<file path="config.mk">
export PLATFORM = sky130hd
export DESIGN_NAME = md5_message_digest
export DESIGN_NICKNAME = d
export VERILOG_FILES = /design/src/sv/md5_pkg.sv /design/src/sv/md5_core.sv /design/src/sv/md5_message_digest.sv
export SDC_FILE = /design/constraint.sdc
export NUM_CORES = 2
export LEC_CHECK = 0
export CAP_MARGIN = 40
export CORE_MARGIN = 5
export CORE_UTILIZATION = 50
export CTS_BUF_LIST = sky130_fd_sc_hd__clkbuf_4
export CTS_CLUSTER_DIAMETER = 50
export DETAILED_ROUTE_END_ITERATION = 16
export DONT_BUFFER_PORTS = 1
export PLACE_DENSITY = 0.68
export REMOVE_ABC_BUFFERS = 1
export SLEW_MARGIN = 40
export SYNTH_ARGS = -nofsm -noshare
export SYNTH_HDL_FRONTEND = slang
export SYNTH_HIERARCHICAL = 1
export SYNTH_SLANG_ARGS = --single-unit
</file>
<file path="constraint.sdc">
create_clock -name clk -period 10.2 [get_ports clk]
set_input_delay 2.04 -clock clk [delete_from_list [all_inputs] [get_ports clk]]
set_output_delay 2.04 -clock clk [all_outputs]
set_load 0.05 [all_outputs]
</file>
<file path="src/sv/md5_pkg.sv">
`timescale 1ns / 1ps
`default_nettype none
// ----------------------------------------------------------------------------
// MD5 package
// Types, microcode program and round tables shared by the MD5 engine.
// ----------------------------------------------------------------------------
package md5_pkg;

	localparam logic [31:0] IV0 = 32'h67452301;
	localparam logic [31:0] IV1 = 32'hefcdab89;
	localparam logic [31:0] IV2 = 32'h98badcfe;
	localparam logic [31:0] IV3 = 32'h10325476;

	localparam logic [3:0] LEN_WORD_LO = 4'd14;
	localparam logic [3:0] LEN_WORD_HI = 4'd15;
	localparam logic [7:0] PAD_BYTE    = 8'h80;
	localparam logic [5:0] LAST_ROUND  = 6'd63;

	typedef enum logic [2:0] {
		ST_WAIT, ST_PAD, ST_ZERO, ST_LEN_LO, ST_LEN_HI, ST_RUN, ST_FINAL, ST_OUT
	} step_t;

	typedef enum logic [2:0] {
		BUF_NONE, BUF_ABSORB, BUF_PAD, BUF_ZERO, BUF_LEN_LO, BUF_LEN_HI
	} buf_op_t;

	typedef enum logic [1:0] {
		CORE_HOLD, CORE_IV, CORE_ROUND, CORE_ADD
	} core_op_t;

	typedef enum logic [2:0] {
		JMP_ALWAYS, JMP_ABSORB, JMP_PAD, JMP_ZERO, JMP_ROUND, JMP_FINAL, JMP_OUT
	} jmp_t;

	typedef struct packed {
		logic     ready;
		buf_op_t  buf_op;
		core_op_t core_op;
		jmp_t     jmp;
		step_t    target;
	} uword_t;

	typedef struct packed {
		core_op_t   op;
		logic [5:0] rnd;
	} core_ctl_t;

	function automatic uword_t ucode(input step_t step);
		uword_t w;
		case (step)
			ST_WAIT:   w = '{ready: 1'b1, buf_op: BUF_ABSORB, core_op: CORE_HOLD,
			                 jmp: JMP_ABSORB, target: ST_WAIT};
			ST_PAD:    w = '{ready: 1'b0, buf_op: BUF_PAD, core_op: CORE_HOLD,
			                 jmp: JMP_PAD, target: ST_ZERO};
			ST_ZERO:   w = '{ready: 1'b0, buf_op: BUF_ZERO, core_op: CORE_HOLD,
			                 jmp: JMP_ZERO, target: ST_LEN_LO};
			ST_LEN_LO: w = '{ready: 1'b0, buf_op: BUF_LEN_LO, core_op: CORE_HOLD,
			                 jmp: JMP_ALWAYS, target: ST_LEN_HI};
			ST_LEN_HI: w = '{ready: 1'b0, buf_op: BUF_LEN_HI, core_op: CORE_HOLD,
			                 jmp: JMP_ALWAYS, target: ST_RUN};
			ST_RUN:    w = '{ready: 1'b0, buf_op: BUF_NONE, core_op: CORE_ROUND,
			                 jmp: JMP_ROUND, target: ST_FINAL};
			ST_FINAL:  w = '{ready: 1'b0, buf_op: BUF_NONE, core_op: CORE_ADD,
			                 jmp: JMP_FINAL, target: ST_WAIT};
			ST_OUT:    w = '{ready: 1'b0, buf_op: BUF_NONE, core_op: CORE_IV,
			                 jmp: JMP_OUT, target: ST_WAIT};
			default:   w = '{ready: 1'b0, buf_op: BUF_NONE, core_op: CORE_HOLD,
			                 jmp: JMP_ALWAYS, target: ST_WAIT};
		endcase
		return w;
	endfunction

	function automatic logic [3:0] msg_index(input logic [5:0] rnd);
		logic [3:0] i;
		logic [3:0] g;
		i = rnd[3:0];
		case (rnd[5:4])
			2'd0:    g = i;
			2'd1:    g = 4'(i * 4'd5 + 4'd1);
			2'd2:    g = 4'(i * 4'd3 + 4'd5);
			default: g = 4'(i * 4'd7);
		endcase
		return g;
	endfunction

	function automatic logic [4:0] rot_amt(input logic [5:0] rnd);
		logic [4:0] s;
		case ({rnd[5:4], rnd[1:0]})
			4'd0:    s = 5'd7;
			4'd1:    s = 5'd12;
			4'd2:    s = 5'd17;
			4'd3:    s = 5'd22;
			4'd4:    s = 5'd5;
			4'd5:    s = 5'd9;
			4'd6:    s = 5'd14;
			4'd7:    s = 5'd20;
			4'd8:    s = 5'd4;
			4'd9:    s = 5'd11;
			4'd10:   s = 5'd16;
			4'd11:   s = 5'd23;
			4'd12:   s = 5'd6;
			4'd13:   s = 5'd10;
			4'd14:   s = 5'd15;
			default: s = 5'd21;
		endcase
		return s;
	endfunction

	function automatic logic [31:0] sine_k(input logic [5:0] rnd);
		logic [31:0] k;
		case (rnd)
			6'd0:  k = 32'hd76aa478;  6'd1:  k = 32'he8c7b756;
			6'd2:  k = 32'h242070db;  6'd3:  k = 32'hc1bdceee;
			6'd4:  k = 32'hf57c0faf;  6'd5:  k = 32'h4787c62a;
			6'd6:  k = 32'ha8304613;  6'd7:  k = 32'hfd469501;
			6'd8:  k = 32'h698098d8;  6'd9:  k = 32'h8b44f7af;
			6'd10: k = 32'hffff5bb1;  6'd11: k = 32'h895cd7be;
			6'd12: k = 32'h6b901122;  6'd13: k = 32'hfd987193;
			6'd14: k = 32'ha679438e;  6'd15: k = 32'h49b40821;
			6'd16: k = 32'hf61e2562;  6'd17: k = 32'hc040b340;
			6'd18: k = 32'h265e5a51;  6'd19: k = 32'he9b6c7aa;
			6'd20: k = 32'hd62f105d;  6'd21: k = 32'h02441453;
			6'd22: k = 32'hd8a1e681;  6'd23: k = 32'he7d3fbc8;
			6'd24: k = 32'h21e1cde6;  6'd25: k = 32'hc33707d6;
			6'd26: k = 32'hf4d50d87;  6'd27: k = 32'h455a14ed;
			6'd28: k = 32'ha9e3e905;  6'd29: k = 32'hfcefa3f8;
			6'd30: k = 32'h676f02d9;  6'd31: k = 32'h8d2a4c8a;
			6'd32: k = 32'hfffa3942;  6'd33: k = 32'h8771f681;
			6'd34: k = 32'h6d9d6122;  6'd35: k = 32'hfde5380c;
			6'd36: k = 32'ha4beea44;  6'd37: k = 32'h4bdecfa9;
			6'd38: k = 32'hf6bb4b60;  6'd39: k = 32'hbebfbc70;
			6'd40: k = 32'h289b7ec6;  6'd41: k = 32'heaa127fa;
			6'd42: k = 32'hd4ef3085;  6'd43: k = 32'h04881d05;
			6'd44: k = 32'hd9d4d039;  6'd45: k = 32'he6db99e5;
			6'd46: k = 32'h1fa27cf8;  6'd47: k = 32'hc4ac5665;
			6'd48: k = 32'hf4292244;  6'd49: k = 32'h432aff97;
			6'd50: k = 32'hab9423a7;  6'd51: k = 32'hfc93a039;
			6'd52: k = 32'h655b59c3;  6'd53: k = 32'h8f0ccc92;
			6'd54: k = 32'hffeff47d;  6'd55: k = 32'h85845dd1;
			6'd56: k = 32'h6fa87e4f;  6'd57: k = 32'hfe2ce6e0;
			6'd58: k = 32'ha3014314;  6'd59: k = 32'h4e0811a1;
			6'd60: k = 32'hf7537e82;  6'd61: k = 32'hbd3af235;
			6'd62: k = 32'h2ad7d2bb;  default: k = 32'heb86d391;
		endcase
		return k;
	endfunction

endpackage
`default_nettype wire

</file>
<file path="src/sv/md5_core.sv">
`timescale 1ns / 1ps
`default_nettype none
// ----------------------------------------------------------------------------
// MD5 round datapath
// Working registers a..d and the chaining value; one MD5 round per cycle.
// ----------------------------------------------------------------------------
module md5_core (
	input  wire logic               clk,
	input  wire logic               arst_n,
	input  wire md5_pkg::core_ctl_t ctl,
	input  wire logic [31:0]        msg,
	output logic [127:0]            digest
);

	logic [31:0] chain_q [4];
	logic [31:0] a_q, b_q, c_q, d_q;
	logic [31:0] f;
	logic [31:0] sum;
	logic [63:0] dbl;
	logic [31:0] b_new;

	always_comb begin
		case (ctl.rnd[5:4])
			2'd0:    f = (b_q & c_q) | (~b_q & d_q);
			2'd1:    f = (b_q & d_q) | (c_q & ~d_q);
			2'd2:    f = b_q ^ c_q ^ d_q;
			default: f = c_q ^ (b_q | ~d_q);
		endcase
		sum   = a_q + f + md5_pkg::sine_k(ctl.rnd) + msg;
		dbl   = {sum, sum} << md5_pkg::rot_amt(ctl.rnd);
		b_new = b_q + dbl[63:32];
	end

	always_ff @(posedge clk or negedge arst_n) begin
		if (!arst_n) begin
			chain_q[0] <= md5_pkg::IV0;
			chain_q[1] <= md5_pkg::IV1;
			chain_q[2] <= md5_pkg::IV2;
			chain_q[3] <= md5_pkg::IV3;
			a_q        <= md5_pkg::IV0;
			b_q        <= md5_pkg::IV1;
			c_q        <= md5_pkg::IV2;
			d_q        <= md5_pkg::IV3;
		end else begin
			case (ctl.op)
				md5_pkg::CORE_IV: begin
					chain_q[0] <= md5_pkg::IV0;
					chain_q[1] <= md5_pkg::IV1;
					chain_q[2] <= md5_pkg::IV2;
					chain_q[3] <= md5_pkg::IV3;
					a_q        <= md5_pkg::IV0;
					b_q        <= md5_pkg::IV1;
					c_q        <= md5_pkg::IV2;
					d_q        <= md5_pkg::IV3;
				end
				md5_pkg::CORE_ROUND: begin
					a_q <= d_q;
					d_q <= c_q;
					c_q <= b_q;
					b_q <= b_new;
				end
				md5_pkg::CORE_ADD: begin
					chain_q[0] <= chain_q[0] + a_q;
					chain_q[1] <= chain_q[1] + b_q;
					chain_q[2] <= chain_q[2] + c_q;
					chain_q[3] <= chain_q[3] + d_q;
					a_q        <= chain_q[0] + a_q;
					b_q        <= chain_q[1] + b_q;
					c_q        <= chain_q[2] + c_q;
					d_q        <= chain_q[3] + d_q;
				end
				default: begin
				end
			endcase
		end
	end

	assign digest = {chain_q[3], chain_q[2], chain_q[1], chain_q[0]};

endmodule
`default_nettype wire

</file>
<file path="src/sv/md5_message_digest.sv">
`timescale 1ns / 1ps
`default_nettype none
// ----------------------------------------------------------------------------
// MD5 message digest engine
// Streaming MD5 with a microcoded sequencer over a one-round-per-cycle core.
// ----------------------------------------------------------------------------
// Usage:
//   s_axis carries up to four message bytes per transfer (first byte lowest)
//   with a byte count; tlast ends the message. m_axis carries the 128-bit
//   digest, one transfer per message.
//   A transfer that does not fill the 64-byte block is absorbed directly. A
//   transfer that fills it starts the 64 rounds in the core and the
//   chaining add, and s_axis_tready stays low until they are done.
//   On tlast, the engine writes the pad byte, zero-fills up to the length
//   words, writes the two length words and runs one or two more blocks;
//   the digest is loaded into the output register after the final block.
//   The output register parts the two sides: the next message is taken while
//   a digest waits. If a second digest is ready while the first is still
//   stalled, the sequencer holds until m_axis_tready frees the register.
//   Reset loads the initial vector and clears the length and fill counters;
//   no clearing pass is needed.
// ----------------------------------------------------------------------------
module md5_message_digest (
	input  wire logic         clk,
	input  wire logic         arst_n,
	input  wire logic         s_axis_tvalid,
	output logic              s_axis_tready,
	input  wire logic [39:0]  s_axis_tdata,  // message_word[31:0], byte_count[34:32]
	input  wire logic         s_axis_tlast,  // last
	output logic              m_axis_tvalid,
	input  wire logic         m_axis_tready,
	output logic [127:0]      m_axis_tdata   // digest_low[63:0], digest_high[127:64]
);

	md5_pkg::step_t     step_q, step_d;
	md5_pkg::uword_t    uw;
	md5_pkg::core_ctl_t core_ctl;

	logic [31:0]  buf_q [16];
	logic [5:0]   fill_q;
	logic [31:0]  acc_q;
	logic [63:0]  bits_q;
	logic [5:0]   rnd_q;
	logic         last_q, pad_q, len_q;
	logic         out_valid_q;
	logic [127:0] out_data_q;
	logic [127:0] digest;

	logic         accept;
	logic         out_free;
	logic         load_out;
	logic [2:0]   n;
	logic [31:0]  wmask, amask;
	logic [31:0]  acc_m;
	logic [4:0]   sh;
	logic [63:0]  merged;
	logic [2:0]   lane_sum;
	logic [6:0]   fill_sum;
	logic [3:0]   word_idx;
	logic         we;
	logic [3:0]   waddr;
	logic [31:0]  wdata;

	assign uw            = md5_pkg::ucode(step_q);
	assign s_axis_tready = uw.ready;
	assign accept        = s_axis_tvalid & uw.ready;
	assign out_free      = ~out_valid_q | m_axis_tready;
	assign load_out      = (uw.jmp == md5_pkg::JMP_OUT) & out_free;
	assign word_idx      = fill_q[5:2];

	always_comb begin
		n = (s_axis_tdata[34:32] > 3'd4) ? 3'd4 : s_axis_tdata[34:32];
		for (int k = 0; k < 4; k++) begin
			wmask[8*k +: 8] = (3'(k) < n) ? 8'hFF : 8'h00;
			amask[8*k +: 8] = (3'(k) < {1'b0, fill_q[1:0]}) ? 8'hFF : 8'h00;
		end
		acc_m    = acc_q & amask;
		sh       = {fill_q[1:0], 3'b000};
		merged   = {32'b0, acc_m} | ({32'b0, s_axis_tdata[31:0] & wmask} << sh);
		lane_sum = {1'b0, fill_q[1:0]} + n;
		fill_sum = {1'b0, fill_q} + {4'b0, n};
	end

	always_comb begin
		we    = 1'b0;
		waddr = word_idx;
		wdata = merged[31:0];
		case (uw.buf_op)
			md5_pkg::BUF_ABSORB: we = accept & lane_sum[2];
			md5_pkg::BUF_PAD: begin
				we    = 1'b1;
				wdata = acc_m | ({24'b0, md5_pkg::PAD_BYTE} << sh);
			end
			md5_pkg::BUF_ZERO: begin
				we    = (word_idx != md5_pkg::LEN_WORD_LO);
				wdata = '0;
			end
			md5_pkg::BUF_LEN_LO: begin
				we    = 1'b1;
				waddr = md5_pkg::LEN_WORD_LO;
				wdata = bits_q[31:0];
			end
			md5_pkg::BUF_LEN_HI: begin
				we    = 1'b1;
				waddr = md5_pkg::LEN_WORD_HI;
				wdata = bits_q[63:32];
			end
			default: we = 1'b0;
		endcase
	end

	always_comb begin
		step_d = step_q;
		case (uw.jmp)
			md5_pkg::JMP_ALWAYS: step_d = uw.target;
			md5_pkg::JMP_ABSORB: begin
				if (accept) begin
					if (fill_sum[6])
						step_d = md5_pkg::ST_RUN;
					else if (s_axis_tlast)
						step_d = md5_pkg::ST_PAD;
					else
						step_d = uw.target;
				end
			end
			md5_pkg::JMP_PAD:
				step_d = (word_idx == md5_pkg::LEN_WORD_HI) ? md5_pkg::ST_RUN : uw.target;
			md5_pkg::JMP_ZERO: begin
				if (word_idx == md5_pkg::LEN_WORD_LO)
					step_d = uw.target;
				else if (word_idx == md5_pkg::LEN_WORD_HI)
					step_d = md5_pkg::ST_RUN;
				else
					step_d = md5_pkg::ST_ZERO;
			end
			md5_pkg::JMP_ROUND:
				step_d = (rnd_q == md5_pkg::LAST_ROUND) ? uw.target : md5_pkg::ST_RUN;
			md5_pkg::JMP_FINAL: begin
				if (len_q)
					step_d = md5_pkg::ST_OUT;
				else if (pad_q)
					step_d = md5_pkg::ST_ZERO;
				else if (last_q)
					step_d = md5_pkg::ST_PAD;
				else
					step_d = uw.target;
			end
			md5_pkg::JMP_OUT: step_d = out_free ? uw.target : md5_pkg::ST_OUT;
			default: step_d = md5_pkg::ST_WAIT;
		endcase
	end

	always_ff @(posedge clk or negedge arst_n) begin
		if (!arst_n) begin
			step_q      <= md5_pkg::ST_WAIT;
			fill_q      <= '0;
			bits_q      <= '0;
			rnd_q       <= '0;
			last_q      <= 1'b0;
			pad_q       <= 1'b0;
			len_q       <= 1'b0;
			out_valid_q <= 1'b0;
		end else begin
			step_q <= step_d;
			if (uw.core_op == md5_pkg::CORE_ROUND)
				rnd_q <= rnd_q + 6'd1;
			case (uw.buf_op)
				md5_pkg::BUF_ABSORB: begin
					if (accept) begin
						fill_q <= fill_sum[5:0];
						bits_q <= bits_q + {58'b0, n, 3'b000};
						last_q <= s_axis_tlast;
					end
				end
				md5_pkg::BUF_PAD: begin
					fill_q <= {word_idx + 4'd1, 2'b00};
					pad_q  <= 1'b1;
				end
				md5_pkg::BUF_ZERO: begin
					if (word_idx != md5_pkg::LEN_WORD_LO)
						fill_q <= fill_q + 6'd4;
				end
				md5_pkg::BUF_LEN_HI: len_q <= 1'b1;
				default: begin
				end
			endcase
			if (load_out) begin
				fill_q <= '0;
				bits_q <= '0;
				last_q <= 1'b0;
				pad_q  <= 1'b0;
				len_q  <= 1'b0;
			end
			if (load_out)
				out_valid_q <= 1'b1;
			else if (m_axis_tready)
				out_valid_q <= 1'b0;
		end
	end

	always_ff @(posedge clk) begin
		if (we)
			buf_q[waddr] <= wdata;
		if (accept)
			acc_q <= lane_sum[2] ? merged[63:32] : merged[31:0];
		if (load_out)
			out_data_q <= digest;
	end

	always_comb begin
		core_ctl.rnd = rnd_q;
		if (uw.core_op == md5_pkg::CORE_IV && !out_free)
			core_ctl.op = md5_pkg::CORE_HOLD;
		else
			core_ctl.op = uw.core_op;
	end

	md5_core u_core (
		.clk    (clk),
		.arst_n (arst_n),
		.ctl    (core_ctl),
		.msg    (buf_q[md5_pkg::msg_index(rnd_q)]),
		.digest (digest)
	);

	assign m_axis_tvalid = out_valid_q;
	assign m_axis_tdata  = out_data_q;

endmodule
`default_nettype wire

</file>
=== Yosys cells after proc, flatten, opt, wreduce, memory -nomap -nowiden ===
Memory sizes are Yosys's and may differ from the RTL's.
Index checks and enable logic that the tools add are counted.

* Register bits after elaboration: 499
* Bits in latches: 0
* Bits in writable memories: 512
* Bits in read-only memories: 2224
* Output and inout port bits: 130
* Logic and storage cells: 163
* Memories: 4

* $add $sub $neg: 16
* Multipliers: 3
* Div/mod/pow operators: 0
* $lt $le $gt $ge: 8
* Equal/unequal tests: 25
* Shifts and indexed selects: 3
* Mux-type cells: 50
* Bitwise logic cells: 21
* Reductions and logical operators: 15

{| class="wikitable"
|+ Memory list
! memory !! words !! width !! read ports !! clocked after Yosys merged registers in !! write ports !! RTL line !! text
|-
| (no name shown) || 64 || 32 || 1 || 0 || 0 || md5_pkg.sv:111 || <nowiki>case (rnd)</nowiki>
|-
| buf_q || 16 || 32 || 1 || 0 || 1 || md5_message_digest.sv:39 || <nowiki>logic [31:0] buf_q [16];</nowiki>
|-
| (no name shown) || 8 || 12 || 1 || 0 || 0 || md5_pkg.sv:50 || <nowiki>case (step)</nowiki>
|-
| (no name shown) || 16 || 5 || 1 || 0 || 0 || md5_pkg.sv:88 || <nowiki>case ({rnd[5:4], rnd[1:0]})</nowiki>
|}

{| class="wikitable"
|+ Operators with widths
! kind !! count
|-
| $pmux 32 s3 || 5
|-
| $add 32x32->32 || 8
|-
| $pmux 128 s2 || 1
|-
| $mux 64 || 3
|-
| $and 32x32->32 || 5
|-
| $or 32x32->32 || 4
|-
| $pmux 32 s4 || 1
|-
| $xor 32x32->32 || 3
|-
| $add 64x6->64 || 1
|-
| $not 32->32 || 2
|-
| $or 32x64->64 || 1
|-
| $shl 32x5->64 || 1
|-
| $shl 64x5->64 || 1
|-
| $mux 8 || 7
|-
| $mux 3 || 12
|-
| $and 32x24->32 || 1
|-
| $mux 32 || 1
|-
| $shl 8x5->32 const A || 1
|-
| $pmux 3 s7 || 1
|-
| $mux 6 || 3
|-
| $pmux 6 s3 || 1
|-
| $eq 3x3->1 const B || 5
|-
| $eq 3x2->1 const B || 4
|-
| $pmux 4 s3 || 1
|-
| 38 further kinds || 68
|}

=== Depth between registers and ports, before layout ===
* Depth after elaboration: 10
* Mapped depth: 46
* Depth with buffers taken out: 43

=== Modules after synthesis ===
Netlist, hierarchy kept.

{| class="wikitable"
|+ By module, submodules not included
! module !! times used !! cells an instance !! area each (um^2) !! sequential area each (um^2)
|-
| md5_message_digest || 1 || 2460 || 31916.9 || 21941.0
|-
| md5_core || 1 || 3563 || 28046.9 || 6566.3
|}

=== Worst setup path after synthesis ===
OpenSTA, ideal clock, no wires.

* Path kind: flip-flop to flip-flop
* From: reg rnd_q[0]
* To: reg u_core.b_q[31]
* Library setup time: 0.094 ns
* Data arrival time: 9.598 ns
* Slack: 0.508 ns
* Cell stages (with the launch flop): 44
* Path buffers: 2
* Period minus slack after synthesis: 9.692 ns
* Cells stage by stage: dfrtp_1 > inv_1 > fa_1 > inv_1 > ha_1 > xnor2_1 > xnor2_1 > o22ai_1 > buf_2 > nor2_4 > clkbuf_1 > nand2_1 > a311o_1 > nand3_1 > inv_1 > fa_1 > fa_1 > inv_1 > [... 8 more ...] > xnor2_1 > mux4_2 > o21ai_0 > mux2_2 > nand2_1 > o21ai_0 > ha_1 > a21o_1 > nand4_1 > nand2_1 > a41oi_1 > o31ai_1 > a31oi_1 > o2111ai_1 > nand2_1 > or4_4 > a311oi_2 > a211oi_2

* Longest elaborated chain between the ends: 8
* Elaborated cells on any way between the ends: 14

{| class="wikitable"
|+ Ends and longest elaborated chain
! item !! RTL line !! text
|-
| from (decl) || md5_message_digest.sv:43 || <nowiki>logic [5:0] rnd_q;</nowiki>
|-
| from (signal assigned) || md5_message_digest.sv:166 || <nowiki>rnd_q <= rnd_q + 6'd1;</nowiki>
|-
| $mul 4x2->4 or $mul 4x3->4 (tied branches) || md5_pkg.sv:80, md5_pkg.sv:79 ||
|-
| $add 4x3->4 or $add 4x1->4 (tied branches) || md5_pkg.sv:80, md5_pkg.sv:79 ||
|-
| $pmux 4 s3 || md5_pkg.sv:77 || <nowiki>case (rnd[5:4])</nowiki>
|-
| $mem_v2 16x32 || - ||
|-
| $add 32x32->32 || md5_core.sv:29 || <nowiki>sum = a_q + f + md5_pkg::sine_k(ctl.rnd) + msg;</nowiki>
|-
| $shl 64x5->64 * || md5_core.sv:30 || <nowiki>dbl = {sum, sum} << md5_pkg::rot_amt(ctl.rnd);</nowiki>
|-
| $add 32x32->32 * || md5_core.sv:31 || <nowiki>b_new = b_q + dbl[63:32];</nowiki>
|-
| $pmux 32 s3 * || md5_core.sv:45 || <nowiki>case (ctl.op)</nowiki>
|-
| to (signal assigned) || md5_core.sv:41 || <nowiki>b_q <= md5_pkg::IV1;</nowiki>
|-
| to (signal assigned) || md5_core.sv:52 || <nowiki>b_q <= md5_pkg::IV1;</nowiki>
|-
| to (signal assigned) || md5_core.sv:60 || <nowiki>b_q <= b_new;</nowiki>
|-
| to (decl) || md5_core.sv:16 || <nowiki>logic [31:0] a_q, b_q, c_q, d_q;</nowiki>
|}

Every way passes the cells marked *; elsewhere a longest branch is shown, timed or not.
A chain may end at the register's enable or synchronous reset.

=== Final worst setup path ===
Ends and elaborated chain as after synthesis.

==> results.toml <==
[floorplanning]
dieArea_mm2 = 0.127
io_pins = 175
die_y_um = 356
start_util = 0.502
coreArea_mm2 = 0.119
die_w_um = 356
placementRows = 127

[job]
cap_violations = 0

[timing]
worst_pin_slew_ns = 0.875
skew_ns = 0.110
setup_viol = 0
relSlewSlack = 0.411
hold_viol = 0
fmax_ghz = 0.102
drv_slew = 0
fin_ws_ns = 0.430
fin_setup_tns_ns = 0
period_needed_ns = 9.77
fin_crit_sh = 0.958

[worst_setup_path]
crit-reg2reg-launch = "rnd_q[0]"
cp_max_fo = 26
worstRegToRegCells = 46
cp_top_family = "compound AO/OA/AOI/OAI gates"
endpoint = "u_core/b_q[31]"
r2r_slack_ns = 0.43
end_kind = "flop"
crit_arrival_ns = 10.92
critPathRequiredTime_ns = 11.35
cp_num_cells = 46
crit_slowest_cell = "fa_1"
setup.worst_path.start_class = "flop"
cp_num_buf_inv = 10
crit_type = "reg2reg"
worst_r2r_endpoint = "u_core/b_q[31]"
crit_start = "rnd_q[0]"
cpPeakStageDelay_ns = 0.57
crit_top_cell = "buf_4"

[clock_network]
clkTransAtPathRegs_ns = 0.06
htree_levels = 5
clockBufferDepth = 4
cts_tree = "done"
clock-sinks = 1000
clockRootBuffer = "clkbuf_4"
numCtsBuffers = 288
clock_latency_ns = 1.31

[final_layout]
nets = 6750
nFillCells = 10400
final_cell_mix = "edfxtp_1 (664), a21oi_1 (589), nand2_1 (515)"
drive_above_1_share = 0.198
syn_to_final_growth_pct = 14.9
multiInputGateArea_mm2 = 0.0300
final_common_cell = "edfxtp_1"
seq_area_mm2 = 0.0285
final_util = 0.577

[yosys]
ys_seq_elements = 1000
post_synth_num_cell_types = 105
syn-cell-area_mm2 = 0.0600
synth_area_leaders = "edfxtp_1 (33%), dfrtp_1 (8.7%), dfstp_2 (5.6%)"
synth_ff_type = "edfxtp_1"
synth.avg_cell_area_um2 = 9.96
ys_seq_area_frac = 0.475
ys_warn_count = 6
synth_area_leader_cell = "edfxtp_1"
syn_inst = 6023
synth_top_cell_area_share = 0.333
synth_edf_count = 664
async_flop_share = 0.336

[status]
status = "complete, no violations"

[global_route]
grt_pass1_wl_um = 286000
antenna_found_initial = 4
track_usage = 0.292
grt_max_degree = 337
overflow = 0
grt_pass1_vias = 48000

[route]
drtIter0Drc = 5619
drtPass1Iterations = 6
vias = 50800
routed_wl_um = 193000
ant_nets = 0
drt-wirelength-per-cell_um = 23.6
drc = 0
vias_per_cell = 6.21

[place]
globalplace.congestion = 1.01
post-dp-hpwl_um = 129000
post-place-ws_ns = -0.203
io_buffers = 0

[hold_path]
min_path_type = "reg2reg"
## per-layer routing
layer / part of all wire / vias to the layer above / global-route usage
met1: 0.42 / 24800 / 0.419
met4: 0.037 / 2 / 0.118
met5: 0.000067 / - / 0
li1: - / 23100 / -
met2: 0.44 / 2524 / 0.436
met3: 0.098 / 392 / 0.0614
## Yosys cell counts, types with 62 or more instances
cell / instances
clkbuf_1: 256
and3_1: 93
nand2_1: 519
nor2b_1: 62
a311o_1: 64
dfrtp_1: 208
edfxtp_1: 664
xor2_1: 99
xnor2_1: 144
nand3_1: 228
ha_1: 235
a21oi_1: 611
mux2i_1: 186
a211oi_1: 100
inv_1: 256
o21ai_0: 484
fa_1: 71
nor2_1: 505
dfstp_2: 128
a21o_1: 105
## logic make-up after synthesis
| kind of cell | Yosys count | share of synthesized area |
|---|---|---|
| adders and majority gates | 306 | 0.0727 |
| and+or+nand+nor | 1801 | 0.144 |
| muxes | 224 | 0.0407 |
| DFF | 1000 | 0.475 |
| AOI/OAI and AO/OA | 1818 | 0.189 |
| buffers and inverters | 629 | 0.0422 |
| xor gates and xnor gates | 245 | 0.0361 |
## how the worst min path moves through the flow
stage                            start           endpoint  slack (ns)  cells after the start
floorplan           u_core/digest[103]  m_axis_tdata[103]        0.45                      0
global placement     u_core/digest[11]   m_axis_tdata[11]        0.47                      0
detailed placement   u_core/digest[89]   m_axis_tdata[89]        0.48                      0
CTS                             arst_n           rnd_q[3]        0.28                      0
global route                    arst_n     u_core/c_q[29]        0.37                      0
finish               u_core/digest[53]   m_axis_tdata[53]        0.47                      0
## sequential cells by signal (all words and copies together) (netlist names), 3 cells and up
signal	count
bits_q	61
u_core/c_q	32
fill_q	6
m_axis_tdata	128
u_core/digest	128
step_q	3
u_core/b_q	32
acc_q	24
u_core/d_q	32
buf_q	512
rnd_q	6
u_core/a_q	32
## repair_timing
item	in CTS	in global routing
hold buffers	0	0
pin swaps	6	55
setup buffers	7	21
endpoints found under the setup margin	10	19
gates cloned	1	7
gates resized for setup	17	146
## cell type report
class | count | share of cell area
multi-input combinational | 4397 | 0.436
sequential | 1000 | 0.414
timing repair buffer | 450 | 0.0580
clock buffer | 410 | 0.0447
tap | 1612 | 0.0293
inverter | 262 | 0.0144
clock inverter | 53 | 0.00385
antenna | 3 | 0.000109
## through the flow
stage / hold slack, ns / instances / cell area [um2]
3_3_place_gp: 0.469 / 7675 / 64100
6_report: 0.467 / 8187 / 68900
3_5_place_dp: 0.475 / 7681 / 64300
5_1_grt: 0.365 / 8187 / 68900
4_1_cts: 0.276 / 8152 / 67800
2_1_floorplan: 0.453 / 5656 / 58400
## worst reg2reg max path, delay by kind of cell, from the launching register on
family,cells,cell delay (ns)
compound gates,14,2.58
fa+ha+maj,6,2.40
simple gates,11,1.81
buf+inv,10,1.28
mux,2,0.79
xor+xnor,3,0.47
flops,1,0.36
Power is not shown: default switching activity piles up to over one toggle a cycle in this logic, so the estimate is an artifact.
